### config.mk
export PLATFORM = sky130hd
export DESIGN_NAME = range_frame_parser
export DESIGN_NICKNAME = d
export VERILOG_FILES = /design/src/hdl/rfp_pkg.sv /design/src/hdl/rfp_front.sv /design/src/hdl/rfp_queue.sv /design/src/hdl/rfp_back.sv /design/src/hdl/range_frame_parser.sv
export SDC_FILE = /design/constraint.sdc
export NUM_CORES = 1
export LEC_CHECK = 0
export ABC_CLOCK_PERIOD_IN_PS = 8800
export BUFFER_PORTS_ARGS = -buffer_cell sky130_fd_sc_hd__buf_2
export CAP_MARGIN = 40
export CORE_MARGIN = 5
export CORE_UTILIZATION = 56
export CTS_CLUSTER_DIAMETER = 40
export DETAILED_ROUTE_END_ITERATION = 10
export PLACE_DENSITY = 0.87
export SLEW_MARGIN = 40
export SYNTH_ARGS = -nofsm -noshare
export SYNTH_HDL_FRONTEND = slang
export SYNTH_SLANG_ARGS = --single-unit
### constraint.sdc
create_clock -name clock -period 8.8 [get_ports clock]
set_clock_uncertainty 0.05 [all_clocks]
set_input_delay 0.88 -clock clock [delete_from_list [all_inputs] [get_ports clock]]
set_output_delay 0.88 -clock clock [all_outputs]
set_load 0.02 [all_outputs]
### src/hdl/rfp_pkg.sv
// ---------------------------------------------------------------------------
// Range frame parser package
// Shared types and constants for the byte-wise range frame parser.
// ---------------------------------------------------------------------------
package rfp_pkg;

   localparam int FRAME_LEN_DEFAULT = 17;
   localparam int QUEUE_DEPTH       = 4;
   localparam int READING_WIDTH     = 32;

   // Frame offsets that carry the reading, most significant byte first.
   localparam int DATA_FIRST = 3;
   localparam int DATA_LAST  = 6;

   localparam logic [7:0] CHAR_A     = 8'h41;
   localparam logic [7:0] CHAR_T     = 8'h54;
   localparam logic [7:0] CHAR_D     = 8'h44;
   localparam logic [7:0] CHAR_HASH  = 8'h23;
   localparam logic [7:0] MINUS_CODE = 8'h2D;

   localparam int DIV_BASE = 1000;

   typedef enum logic [1:0] {
      HDR_HUNT,
      HDR_SEEN_A,
      HDR_SEEN_AT,
      HDR_IN_FRAME
   } rfp_hdr_type;

   typedef struct packed {
      logic                            valid;
      logic signed [READING_WIDTH-1:0] reading;
   } rfp_entry_type;

   typedef struct packed {
      logic full;
      logic empty;
   } rfp_qstat_type;

endpackage

### src/hdl/rfp_front.sv
// ---------------------------------------------------------------------------
// Range frame parser front end
// Hunts for the frame header, counts frame bytes, captures the reading and
// hands each complete frame's reading to the queue.
// ---------------------------------------------------------------------------
module rfp_front #(
   parameter int FRAME_LEN = rfp_pkg::FRAME_LEN_DEFAULT
) (
   input  logic                  clock,
   input  logic                  reset,
   input  logic [7:0]            rx_byte,
   input  logic                  push,
   output logic                  full,
   input  logic                  queue_full,
   output rfp_pkg::rfp_entry_type push_beat
);
   import rfp_pkg::*;

   localparam int PosWidth = $clog2(FRAME_LEN);
   localparam logic [PosWidth-1:0] PosFirst = PosWidth'(DATA_FIRST);
   localparam logic [PosWidth-1:0] PosData  = PosWidth'(DATA_LAST);
   localparam logic [PosWidth-1:0] PosLast  = PosWidth'(FRAME_LEN - 1);

   rfp_hdr_type                     state_ff, state_in;
   logic        [PosWidth-1:0]      pos_ff, pos_in;
   logic signed [READING_WIDTH-1:0] capture_ff, capture_in;
   logic                            accept;

   // Only the terminator beat can produce a result, so only it waits for room.
   assign full   = queue_full && (state_ff == HDR_IN_FRAME) && (pos_ff == PosLast);
   assign accept = push && !full;

   always_ff @(posedge clock) begin
      if (reset) begin
         state_ff   <= HDR_HUNT;
         pos_ff     <= '0;
         capture_ff <= '0;
      end else begin
         state_ff   <= state_in;
         pos_ff     <= pos_in;
         capture_ff <= capture_in;
      end
   end

   always_comb begin
      state_in          = state_ff;
      pos_in            = pos_ff;
      capture_in        = capture_ff;
      push_beat.valid   = 1'b0;
      push_beat.reading = capture_ff;
      if (accept) begin
         case (state_ff)
            HDR_HUNT: begin
               state_in = (rx_byte == CHAR_A) ? HDR_SEEN_A : HDR_HUNT;
            end
            HDR_SEEN_A: begin
               if (rx_byte == CHAR_T) begin
                  state_in = HDR_SEEN_AT;
               end else begin
                  state_in = (rx_byte == CHAR_A) ? HDR_SEEN_A : HDR_HUNT;
               end
            end
            HDR_SEEN_AT: begin
               if (rx_byte == CHAR_D) begin
                  state_in   = HDR_IN_FRAME;
                  pos_in     = PosFirst;
                  capture_in = '0;
               end else begin
                  state_in = (rx_byte == CHAR_A) ? HDR_SEEN_A : HDR_HUNT;
               end
            end
            HDR_IN_FRAME: begin
               if (pos_ff == PosLast) begin
                  pos_in = '0;
                  if (rx_byte == CHAR_HASH) begin
                     state_in        = HDR_HUNT;
                     push_beat.valid = 1'b1;
                  end else begin
                     // A bad terminator may itself open the next header.
                     state_in = (rx_byte == CHAR_A) ? HDR_SEEN_A : HDR_HUNT;
                  end
               end else if (rx_byte == CHAR_HASH) begin
                  state_in = HDR_HUNT;
                  pos_in   = '0;
               end else begin
                  if (pos_ff >= PosFirst && pos_ff <= PosData) begin
                     capture_in = {capture_ff[READING_WIDTH-9:0], rx_byte};
                  end
                  pos_in = pos_ff + 1'b1;
               end
            end
            default: begin
               state_in = HDR_HUNT;
            end
         endcase
      end
   end

   a_header_clears_capture: assert property (@(posedge clock) disable iff (reset)
      (accept && state_ff == HDR_SEEN_AT && rx_byte == CHAR_D)
      |=> (capture_ff == '0 && pos_ff == PosFirst && state_ff == HDR_IN_FRAME))
      else $error("header completion did not restart the capture");

   a_no_push_when_full: assert property (@(posedge clock) disable iff (reset)
      push_beat.valid |-> !queue_full)
      else $error("front end pushed into a full queue");

endmodule

### src/hdl/rfp_queue.sv
// ---------------------------------------------------------------------------
// Range frame parser reading queue
// Short first-in first-out store of readings between front and back end.
// ---------------------------------------------------------------------------
module rfp_queue (
   input  logic                                     clock,
   input  logic                                     reset,
   input  rfp_pkg::rfp_entry_type                   push_beat,
   input  logic                                     pop_req,
   output logic signed [rfp_pkg::READING_WIDTH-1:0] head_reading,
   output rfp_pkg::rfp_qstat_type                   qstat
);
   import rfp_pkg::*;

   localparam int PtrWidth   = $clog2(QUEUE_DEPTH);
   localparam int CountWidth = $clog2(QUEUE_DEPTH + 1);
   localparam logic [CountWidth-1:0] CountFull = CountWidth'(QUEUE_DEPTH);

   logic signed [READING_WIDTH-1:0] slot_ff [QUEUE_DEPTH];
   logic [PtrWidth-1:0]             wr_ptr_ff, wr_ptr_in;
   logic [PtrWidth-1:0]             rd_ptr_ff, rd_ptr_in;
   logic [CountWidth-1:0]           count_ff, count_in;
   logic                            do_push, do_pop;

   assign qstat.full   = (count_ff == CountFull);
   assign qstat.empty  = (count_ff == '0);
   assign do_push      = push_beat.valid && !qstat.full;
   assign do_pop       = pop_req && !qstat.empty;
   assign head_reading = slot_ff[rd_ptr_ff];

   always_comb begin
      wr_ptr_in = do_push ? PtrWidth'(wr_ptr_ff + 1'b1) : wr_ptr_ff;
      rd_ptr_in = do_pop  ? PtrWidth'(rd_ptr_ff + 1'b1) : rd_ptr_ff;
      count_in  = count_ff;
      if (do_push && !do_pop) begin
         count_in = count_ff + 1'b1;
      end else if (do_pop && !do_push) begin
         count_in = count_ff - 1'b1;
      end
   end

   always_ff @(posedge clock) begin
      if (reset) begin
         wr_ptr_ff <= '0;
         rd_ptr_ff <= '0;
         count_ff  <= '0;
      end else begin
         wr_ptr_ff <= wr_ptr_in;
         rd_ptr_ff <= rd_ptr_in;
         count_ff  <= count_in;
      end
   end

   always_ff @(posedge clock) begin
      if (do_push) begin
         slot_ff[wr_ptr_ff] <= push_beat.reading;
      end
   end

   a_count_in_range: assert property (@(posedge clock) disable iff (reset)
      count_ff <= CountFull)
      else $error("queue count beyond its depth");

   a_pointers_track_count: assert property (@(posedge clock) disable iff (reset)
      (count_ff == '0 || count_ff == CountFull) |-> (wr_ptr_ff == rd_ptr_ff))
      else $error("queue pointers disagree with the count");

endmodule

### src/hdl/rfp_back.sv
// ---------------------------------------------------------------------------
// Range frame parser back end
// Divides each queued reading's magnitude by 1000 one hex digit a cycle (the
// last once the output is free); the remainder gives three decimal digits.
// ---------------------------------------------------------------------------
module rfp_back (
   input  logic                                     clock,
   input  logic                                     reset,
   input  logic signed [rfp_pkg::READING_WIDTH-1:0] head_reading,
   input  rfp_pkg::rfp_qstat_type                   qstat,
   output logic                                     pop_req,
   output logic                                     rsp_empty,
   input  logic                                     rsp_pop,
   output logic signed [rfp_pkg::READING_WIDTH-1:0] rsp_reading,
   output logic [3:0]                               rsp_digit_ones,
   output logic [3:0]                               rsp_digit_tens,
   output logic [3:0]                               rsp_digit_hundreds,
   output logic [7:0]                               rsp_top_code
);
   import rfp_pkg::*;

   localparam int Steps     = READING_WIDTH / 4;
   localparam int StepWidth = $clog2(Steps);
   localparam logic [StepWidth-1:0] StepLast = StepWidth'(Steps - 1);

   // Quotient digit of one long-division step by 1000.
   function automatic logic [3:0] quo_digit(input logic [13:0] v);
      logic [3:0] d;
      d = '0;
      for (int k = 1; k < 16; k++) begin
         if (v >= 14'(k * DIV_BASE)) d = 4'(k);
      end
      return d;
   endfunction

   function automatic logic [3:0] dec_digit(input logic [9:0] v, input logic [9:0] unit);
      logic [3:0] d;
      d = '0;
      for (int k = 1; k < 10; k++) begin
         if ({4'd0, v} >= 14'(k) * {4'd0, unit}) d = 4'(k);
      end
      return d;
   endfunction

   logic                            busy_ff, busy_in;
   logic [StepWidth-1:0]            step_ff, step_in;
   logic [READING_WIDTH-1:0]        mag_ff, mag_in;
   logic [9:0]                      rem_ff, rem_in;
   logic [7:0]                      quo_ff, quo_in;
   logic signed [READING_WIDTH-1:0] value_ff, value_in;

   logic                            out_valid_ff, out_valid_in;
   logic signed [READING_WIDTH-1:0] out_reading_ff, out_reading_in;
   logic [3:0]                      out_ones_ff, out_ones_in;
   logic [3:0]                      out_tens_ff, out_tens_in;
   logic [3:0]                      out_hund_ff, out_hund_in;
   logic [7:0]                      out_top_ff, out_top_in;

   logic [13:0] step_value;
   logic [3:0]  step_digit;
   logic [9:0]  step_rem;
   logic [7:0]  step_quo;
   logic [9:0]  rem_tens;
   logic        out_free;

   assign step_value = {rem_ff, mag_ff[READING_WIDTH-1 -: 4]};
   assign step_digit = quo_digit(step_value);
   assign step_rem   = 10'(step_value - 14'(step_digit) * 14'(DIV_BASE));
   assign step_quo   = {quo_ff[3:0], step_digit};
   assign out_free   = !out_valid_ff || rsp_pop;
   assign pop_req    = !busy_ff && !qstat.empty;

   assign rsp_empty          = !out_valid_ff;
   assign rsp_reading        = out_reading_ff;
   assign rsp_digit_ones     = out_ones_ff;
   assign rsp_digit_tens     = out_tens_ff;
   assign rsp_digit_hundreds = out_hund_ff;
   assign rsp_top_code       = out_top_ff;

   always_comb begin
      busy_in        = busy_ff;
      step_in        = step_ff;
      mag_in         = mag_ff;
      rem_in         = rem_ff;
      quo_in         = quo_ff;
      value_in       = value_ff;
      out_valid_in   = out_valid_ff && !rsp_pop;
      out_reading_in = out_reading_ff;
      out_ones_in    = out_ones_ff;
      out_tens_in    = out_tens_ff;
      out_hund_in    = out_hund_ff;
      out_top_in     = out_top_ff;
      rem_tens       = '0;

      if (pop_req) begin
         // The unsigned negation gives the right magnitude for the most
         // negative reading as well.
         busy_in  = 1'b1;
         step_in  = '0;
         value_in = head_reading;
         mag_in   = head_reading[READING_WIDTH-1] ? (~head_reading + 1'b1) : head_reading;
         rem_in   = '0;
         quo_in   = '0;
      end else if (busy_ff) begin
         if (step_ff != StepLast) begin
            step_in = step_ff + 1'b1;
            mag_in  = {mag_ff[READING_WIDTH-5:0], 4'd0};
            rem_in  = step_rem;
            quo_in  = step_quo;
         end else if (out_free) begin
            busy_in        = 1'b0;
            out_valid_in   = 1'b1;
            out_reading_in = value_ff;
            out_hund_in    = dec_digit(step_rem, 10'd100);
            rem_tens       = step_rem - 10'(out_hund_in) * 10'd100;
            out_tens_in    = dec_digit(rem_tens, 10'd10);
            out_ones_in    = 4'(rem_tens - 10'(out_tens_in) * 10'd10);
            out_top_in     = value_ff[READING_WIDTH-1] ? MINUS_CODE : step_quo;
         end
      end
   end

   always_ff @(posedge clock) begin
      if (reset) begin
         busy_ff      <= 1'b0;
         step_ff      <= '0;
         out_valid_ff <= 1'b0;
      end else begin
         busy_ff      <= busy_in;
         step_ff      <= step_in;
         out_valid_ff <= out_valid_in;
      end
   end

   always_ff @(posedge clock) begin
      mag_ff         <= mag_in;
      rem_ff         <= rem_in;
      quo_ff         <= quo_in;
      value_ff       <= value_in;
      out_reading_ff <= out_reading_in;
      out_ones_ff    <= out_ones_in;
      out_tens_ff    <= out_tens_in;
      out_hund_ff    <= out_hund_in;
      out_top_ff     <= out_top_in;
   end

   a_remainder_bounded: assert property (@(posedge clock) disable iff (reset)
      busy_ff |-> (rem_ff < 10'(DIV_BASE)))
      else $error("division remainder out of range");

   a_result_digits_decimal: assert property (@(posedge clock) disable iff (reset)
      out_valid_ff |-> (out_ones_ff < 4'd10 && out_tens_ff < 4'd10 && out_hund_ff < 4'd10))
      else $error("result digit is not decimal");

endmodule

### src/hdl/range_frame_parser.sv
// ---------------------------------------------------------------------------
// Range frame parser
// Byte-wise parser for "ATD" framed range readings with display digits.
// ---------------------------------------------------------------------------
// Throughput: one byte per cycle; a byte stalls only at a frame terminator
//   while the four-entry reading queue is full.
// Results: the back end takes one queued reading at a time and divides it
//   one hex digit a cycle; the last digit waits for a free result register.
// Reset: synchronous; clears the header hunt, queue and result register.
module range_frame_parser #(
   parameter int FRAME_LEN = rfp_pkg::FRAME_LEN_DEFAULT
) (
   input  logic                                     clock,
   input  logic                                     reset,
   input  logic [7:0]                               req_rx_byte,
   input  logic                                     push,
   output logic                                     full,
   output logic                                     empty,
   input  logic                                     pop,
   output logic signed [rfp_pkg::READING_WIDTH-1:0] rsp_reading,
   output logic [3:0]                               rsp_digit_ones,
   output logic [3:0]                               rsp_digit_tens,
   output logic [3:0]                               rsp_digit_hundreds,
   output logic [7:0]                               rsp_top_code
);
   import rfp_pkg::*;

   rfp_entry_type                   push_beat;
   rfp_qstat_type                   qstat;
   logic                            pop_req;
   logic signed [READING_WIDTH-1:0] head_reading;

   rfp_front #(
      .FRAME_LEN(FRAME_LEN)
   ) u_front (
      .clock     (clock),
      .reset     (reset),
      .rx_byte   (req_rx_byte),
      .push      (push),
      .full      (full),
      .queue_full(qstat.full),
      .push_beat (push_beat)
   );

   rfp_queue u_queue (
      .clock       (clock),
      .reset       (reset),
      .push_beat   (push_beat),
      .pop_req     (pop_req),
      .head_reading(head_reading),
      .qstat       (qstat)
   );

   rfp_back u_back (
      .clock             (clock),
      .reset             (reset),
      .head_reading      (head_reading),
      .qstat             (qstat),
      .pop_req           (pop_req),
      .rsp_empty         (empty),
      .rsp_pop           (pop),
      .rsp_reading       (rsp_reading),
      .rsp_digit_ones    (rsp_digit_ones),
      .rsp_digit_tens    (rsp_digit_tens),
      .rsp_digit_hundreds(rsp_digit_hundreds),
      .rsp_top_code      (rsp_top_code)
   );

endmodule

## Word level (Yosys, flattened, before mapping)

Memory sizes are Yosys's and may differ from the RTL's. A register that Yosys moved wholly into a read port is not among the register bits.
Index checks and enable logic that the tools add are counted.

| word-level totals | value |
|---|---|
| memories | 1 |
| bits in registers | 181 |
| RAM bits | 128 |
| input bits | 12 |
| memory bits (read-only) | 0 |
| latch bits | 0 |

Memories:

| memory | words | bits a word | read ports | clocked after Yosys merged registers in | write ports | line | text |
|---|---|---|---|---|---|---|---|
| u_queue.slot_ff | 4 | 32 | 1 | 1 | 1 | rfp_queue.sv:19 | `logic signed [READING_WIDTH-1:0] slot_ff [QUEUE_DEPTH];` |

| cells by class | value |
|---|---|
| equal/unequal tests | 15 |
| $lt $le $gt $ge | 35 |
| divide/modulo/power cells | 0 |
| reduce and logical (&&, ||, !) cells | 32 |
| add/subtract/negate cells | 10 |
| mux-type cells | 79 |
| shifts and indexed selects | 0 |
| bitwise gates (word level) | 3 |
| $mul | 3 |

Operators with widths:

| operator | number |
|---|---|
| 32-bit two-way mux | 8 |
| 14-bit >= comparator, second input constant | 7 |
| 4-bit two-way mux | 20 |
| 32-bit one-hot mux with 2 select lines | 1 |
| 14-bit by 13-bit >= comparator with 1-bit output, second input constant | 4 |
| 3-bit two-way mux | 14 |
| 10-bit >= comparator, second input constant | 4 |
| 10-bit by 7-bit >= comparator with 1-bit output, second input constant | 4 |
| 32-bit by 1-bit adder with 32-bit output, second input constant | 1 |
| 32-bit inverter | 1 |
| 10-bit by 6-bit >= comparator with 1-bit output, second input constant | 3 |
| 10-bit by 9-bit >= comparator with 1-bit output, second input constant | 3 |
| 14-bit by 12-bit >= comparator with 1-bit output, second input constant | 2 |
| 2-bit two-way mux | 13 |
| 8-bit by 7-bit == test with 1-bit output, second input constant | 3 |
| 10-bit by 5-bit >= comparator with 1-bit output, second input constant | 2 |
| 10-bit subtractor | 2 |
| 1-bit two-way mux | 18 |
| 5-bit two-way mux | 3 |
| 14-bit by 10-bit >= comparator with 1-bit output, second input constant | 1 |
| 14-bit by 11-bit >= comparator with 1-bit output, second input constant | 1 |
| 10-bit by 4-bit >= comparator with 1-bit output, second input constant | 1 |
| 10-bit by 8-bit >= comparator with 1-bit output, second input constant | 1 |
| 1-bit logical AND | 10 |
| other kinds (31) | 50 |

## Depth between registers and ports, before layout

| logic depth | value |
|---|---|
| depth after elaboration | 50 |
| depth in mapped cells | 42 |
| gate-level depth less buffers | 40 |

## Modules after synthesis

A second synthesis with hierarchy kept.

| second synthesis, totals | value |
|---|---|
| cell total of the unflattened synthesis | 1154 |
| area, all modules | 14819.2 sq um |

Modules (own cells, without submodules):

| module | instances | cells an instance | sequential area each (sq um) | area each (sq um) |
|---|---|---|---|---|
| rfp_back | 1 | 643 | 3863.7 | 7258.2 |
| rfp_queue | 1 | 215 | 4023.9 | 5132.4 |
| rfp_front | 1 | 296 | 780.7 | 2428.6 |

## Least setup slack after synthesis

OpenSTA, ideal clock, no wires.

| timing | value |
|---|---|
| path type | register to register |
| from | register u_back.rem_ff[0] |
| to | register u_back.out_ones_ff[3], in the netlist u_back.rsp_digit_ones[3] (data pin) |
| data required time | 8.478 ns |
| path buffers | 0 |
| setup time | 0.272 ns |
| path slack | -0.130 ns |
| cell stages (with the launch flop) | 39 |
| arrival time | 8.608 ns |
| path through | dfxtp_1 -> or4_1 -> a211oi_1 -> o21ai_0 -> a21oi_1 -> inv_1 -> ha_1 -> inv_1 -> fa_1 -> inv_1 -> fa_1 -> inv_1 -> ha_1 -> o21ai_0 -> a21oi_1 -> o21ai_0 -> a21boi_0 -> nor2_1 -> [... 3 more ...] -> ha_1 -> ha_1 -> inv_1 -> fa_1 -> xor2_1 -> ha_1 -> or4b_2 -> a21oi_1 -> mux2_2 -> nor2_1 -> a211o_1 -> ha_1 -> inv_1 -> fa_1 -> xnor2_1 -> and4_1 -> a311oi_1 -> nand4_1 |

RTL lines:

| item | line | text |
|---|---|---|
| from (decl) | rfp_back.sv:48 | `logic [9:0] rem_ff, rem_in;` |
| from (signal assigned) | rfp_back.sv:137 | `rem_ff <= rem_in;` |
| 14-bit by 11-bit >= comparator with 1-bit output | rfp_back.sv:31 | `if (v >= 14'(k * DIV_BASE)) d = 4'(k);` |
| 2-bit two-way mux (2 in series) | rfp_back.sv:31 |  |
| 3-bit two-way mux (4 in series) | rfp_back.sv:31 |  |
| 4-bit two-way mux (7 in series) | rfp_back.sv:31 |  |
| 4-bit two-way mux * | rfp_back.sv:31 |  |
| net u_back.step_digit[1] | rfp_back.sv:60 | `logic [3:0] step_digit;` |
| 4-bit by 7-bit multiplier with 7-bit output * | rfp_back.sv:68 | `assign step_rem = 10'(step_value - 14'(step_digit) * 14'(DIV_BASE));` |
| 10-bit subtractor * | rfp_back.sv:68 |  |
| [... 20 more ...] | n/a |  |
| 3-bit two-way mux (4 in series) | rfp_back.sv:40 | `if ({4'd0, v} >= 14'(k) * {4'd0, unit}) d = 4'(k);` |
| 4-bit two-way mux (2 in series) | rfp_back.sv:40 |  |
| 4-bit two-way mux | rfp_back.sv:110 | `end else if (out_free) begin` |
| 4-bit two-way mux | rfp_back.sv:105 | `if (step_ff != StepLast) begin` |
| 4-bit two-way mux | rfp_back.sv:104 | `end else if (busy_ff) begin` |
| 4-bit two-way mux | rfp_back.sv:95 | `if (pop_req) begin` |
| 4-bit by 3-bit multiplier with 3-bit output | rfp_back.sv:117 | `out_ones_in = 4'(rem_tens - 10'(out_tens_in) * 10'd10);` |
| 4-bit subtractor * | rfp_back.sv:117 |  |
| to (signal assigned) | rfp_back.sv:141 | `out_ones_ff <= out_ones_in;` |
| to (decl) | rfp_back.sv:54 | `logic [3:0] out_ones_ff, out_ones_in;` |

The timed path passes the listed nets; every way through them passes the cells marked *. The select of a mux whose other input is x is not followed.
A chain may end at the register's enable or synchronous reset.

## Worst setup path in the final report

| timing | value |
|---|---|
| from | register u_back.rem_ff[3] |
| to | register u_back.out_ones_ff[3], in the netlist u_back.rsp_digit_ones[3] (data pin) |

| on the way | value |
|---|---|
| word-level cells in the longest chain between the ends | 50 |

RTL lines:

| item | line |
|---|---|
| 14-bit by 10-bit >= comparator with 1-bit output | rfp_back.sv:31 |
| 1-bit two-way mux | rfp_back.sv:31 |
| 2-bit two-way mux (2 in series) | rfp_back.sv:31 |
| 3-bit two-way mux (4 in series) | rfp_back.sv:31 |
| 4-bit two-way mux (8 in series) | rfp_back.sv:31 |
| 4-bit by 7-bit multiplier with 7-bit output | rfp_back.sv:68 |
| 10-bit subtractor * | rfp_back.sv:68 |
| 10-bit by 7-bit >= comparator with 1-bit output | rfp_back.sv:40 |
| [... 19 more ...] | n/a |
| 3-bit two-way mux (4 in series) | rfp_back.sv:40 |
| 4-bit two-way mux (2 in series) | rfp_back.sv:40 |
| 4-bit two-way mux | rfp_back.sv:110 |
| 4-bit two-way mux | rfp_back.sv:105 |
| 4-bit two-way mux | rfp_back.sv:104 |
| 4-bit two-way mux | rfp_back.sv:95 |
| 4-bit by 3-bit multiplier with 3-bit output | rfp_back.sv:117 |
| 4-bit subtractor * | rfp_back.sv:117 |

Mark *: on every way between the ends. The rest lies on a longest branch, timed or not. The select of a mux whose other input is x is not followed.

==> metrics <==
crit path max fanout=8; CTS root buf=clkbuf_16; routing usage on met2=0.383; placed cells=1,503; leading cell type in the layout, fill and taps excluded=edfxtp_1; initial antenna violation count=0; synthesized flop and latch total=311; core box area=25,000 um2; hold buffer count at CTS=0; Initial Utilization=0.565; CTS H-tree lvls=2; headroom to the max-slew limit=0.538; Slew Limit Fails=0; TritonCTS Sinks=311; Clock Pin Slew Worst Setup and Hold Paths=60 ps; Mapped Nets=1,171; fmax=114 MHz; CP Capture Point=u_back.rsp_digit_ones[3]; die width=169 um; Hold/Removal Path Class=reg2reg; launching point of the worst reg2reg path=u_back.rem_ff[3]; Crit. Startpoint=u_back.rem_ff[3]; drt total wl=31.6 mm; Synth async-reset ratio=0; EDFF count, synth=244; CTS tree=yes; Worst-Skew Late Latency=540 ps; vias after detailed routing=9,610; crit end category=flop; fin crit share=0.998; post-route ant nets=0; register area share after synthesis=0.615; Worst Path Arrival=8990 ps; GRT Residual Overflow=0; area grow syn2layout=18.8%; Main synth FF type=edfxtp_1; commonest cells after routing, fill and taps aside=edfxtp_1 (244), nand2_1 (103), a21oi_1 (73), buf_2 (64), buf_4 (63); reg2reg setup slack=10 ps; Die ar.=28,400 um2; first-pass GRT wire length=49.1 mm; post-route setup slack=13.3 ps; worst hold margin=369 ps; R2R cell count=39; actual slew at the worst max-slew pin=688 ps; Req. time, crit path=9010 ps; Buffers on Ports=65; GP Congestion=0.888; DR iter-0 viols=1,041; first drt pass iteration count=5; GR met1 Demand/Resource=0.271; share of layout cells above drive strength 1=0.248; Non-Filler Instances=1,591; final hold violation count=0; die extent in y=169 um; post-synth cell types=81; Via-to-Cell Ratio=6.04; Synth Warn #=0; maxcap violations=0; largest net degree at the start of global routing=66; CTS Buf Count=38; CTS max path bufs=3; All-Layer GR Usage=0.213; crit path launch type=flop; DP Worst Slack=-251 ps; Ports=66; syn avg cell area=12.7 um2; busiest grt layer=met2; DRC viols=0; critical path type=reg2reg; dpl hpwl=19.6 mm; routed len/inst=19.9 um; RR Endpoint=u_back.rsp_digit_ones[3]; met3 GRT Util=0.0327; vias in the first global route=9,545; nets=1,289; # setup viols final=0; # diodes=0; Core Rows=58; Tmin final=8790 ps; cells after synthesis=1,113; status=completed; Max stage delay on crit path=560 ps; post-synthesis instance area=14,100 um2; slowest stage cell on the critical path=fa_1; Fill cells=1,662
## cell type report
cell class                      instances  area, um2  area share
Inverter                               54        203      0.0121
Clock inverter                         23        249      0.0149
Timing Repair Buffer                  131        838      0.0501
Sequential cell                       311       8670       0.518
Clock buffer                           47       1020      0.0612
Multi-Input combinational cell        695       5350       0.319
Tap cell                              330        413      0.0247
## worst max-delay path, delay by kind of cell (launching register included)
family                   cells  cell delay [ps]
adder cells (fa/ha/maj)      9             3190
AO/OA/AOI/OAI               11             1930
AND/OR/NAND/NOR              9             1770
XOR/XNOR                     3              640
buffers and inverters        7              590
flip-flops                   1              320
## cells by family after synthesis
kind of cell | Yosys count | share of synthesized area
fa+ha+maj | 48 | 0.0471
compound gates | 234 | 0.101
buf+inv | 107 | 0.0301
flops | 311 | 0.615
simple gates | 313 | 0.112
mux | 44 | 0.0598
xor+xnor | 56 | 0.0348
## Yosys cell counts, types with 4 or more instances
cell / number / area [um2]
o41ai_1: 4 / 35.0
o211ai_1: 8 / 60.1
nand3_1: 46 / 230
nor3b_1: 4 / 30.0
a21oi_1: 81 / 405
or3_1: 5 / 31.3
xnor2_1: 31 / 272
nand2_1: 103 / 387
nor4_1: 5 / 31.3
nor2_1: 50 / 188
nand2b_1: 15 / 93.8
clkbuf_1: 40 / 150
and3_1: 6 / 37.5
inv_1: 53 / 199
ha_1: 37 / 463
a211oi_1: 11 / 82.6
a21o_1: 5 / 37.5
o2111ai_1: 5 / 43.8
a31oi_1: 9 / 56.3
nor3_1: 23 / 115
mux4_2: 31 / 698
or2_2: 7 / 43.8
edfxtp_1: 244 / 7330
xor2_1: 25 / 219
or4_1: 4 / 30.0
o21ai_0: 51 / 255
mux2i_1: 10 / 100
nor2b_1: 9 / 56.3
and2_1: 6 / 37.5
o21ai_1: 20 / 100
dfxtp_1: 67 / 1340
o31ai_1: 6 / 45.0
buf_2: 9 / 45.0
fa_1: 9 / 180
## stage by stage
step	utilization	cell area, um2	TNS, ps
floorplan	-	14100	0
global route	0.671	16700	-386
CTS	0.654	16300	0
global placement	0.601	15000	0
finish	0.671	16700	0
detailed placement	0.601	15000	-251
## layer usage
| metal | vias to the layer above | share of wire |
|---|---|---|
| met2 | 463 | 0.51 |
| li1 | 4386 | - |
| met3 | 99 | 0.067 |
| met4 | 0 | 0.030 |
| met5 | - | 0 |
| met1 | 4662 | 0.39 |
## worst min-delay path by stage
| stage | start | to | slack (ps) | cells after the start |
|---|---|---|---|---|
| 4_1_cts | u_back.value_ff[25] | u_back.rsp_reading[25] | 370 | 0 |
| 2_1_floorplan | u_back.value_ff[0] | u_back.rsp_reading[0] | 350 | 0 |
| 3_3_place_gp | u_back.value_ff[14] | u_back.rsp_reading[14] | 350 | 0 |
| 6_report | u_back.value_ff[8] | u_back.rsp_reading[8] | 370 | 0 |
| 5_1_grt | u_back.value_ff[8] | u_back.rsp_reading[8] | 370 | 0 |
| 3_5_place_dp | u_back.value_ff[4] | u_back.rsp_reading[4] | 360 | 0 |
## flip-flops by register name, summed over array words and instances, names as in the netlist, named ones only
name	count
u_back.value_ff	32
u_queue.slot_ff	128
u_back.quo_ff	4
u_back.rsp_top_code	8
u_back.rsp_digit_ones	4
u_back.rsp_digit_tens	4
u_front.state_ff	2
u_queue.wr_ptr_ff	2
u_queue.rd_ptr_ff	2
u_queue.count_ff	3
u_front.pos_ff	5
u_back.rsp_reading	32
u_back.step_ff	3
u_back.rem_ff	10
u_back.out_valid_ff	1
u_back.busy_ff	1
u_back.mag_ff	32
u_back.rsp_digit_hundreds	4
u_front.capture_ff	32
## what timing repair did
action                     in CTS  in global routing
buffers inserted                3                 15
gates resized for setup         9                 69
pin swaps                       9                 39
setup endpoints to repair       1                  2
Power is left out: the tool's default activity adds up to more than one toggle a clock period on the data nets, which glitch-free logic cannot reach.
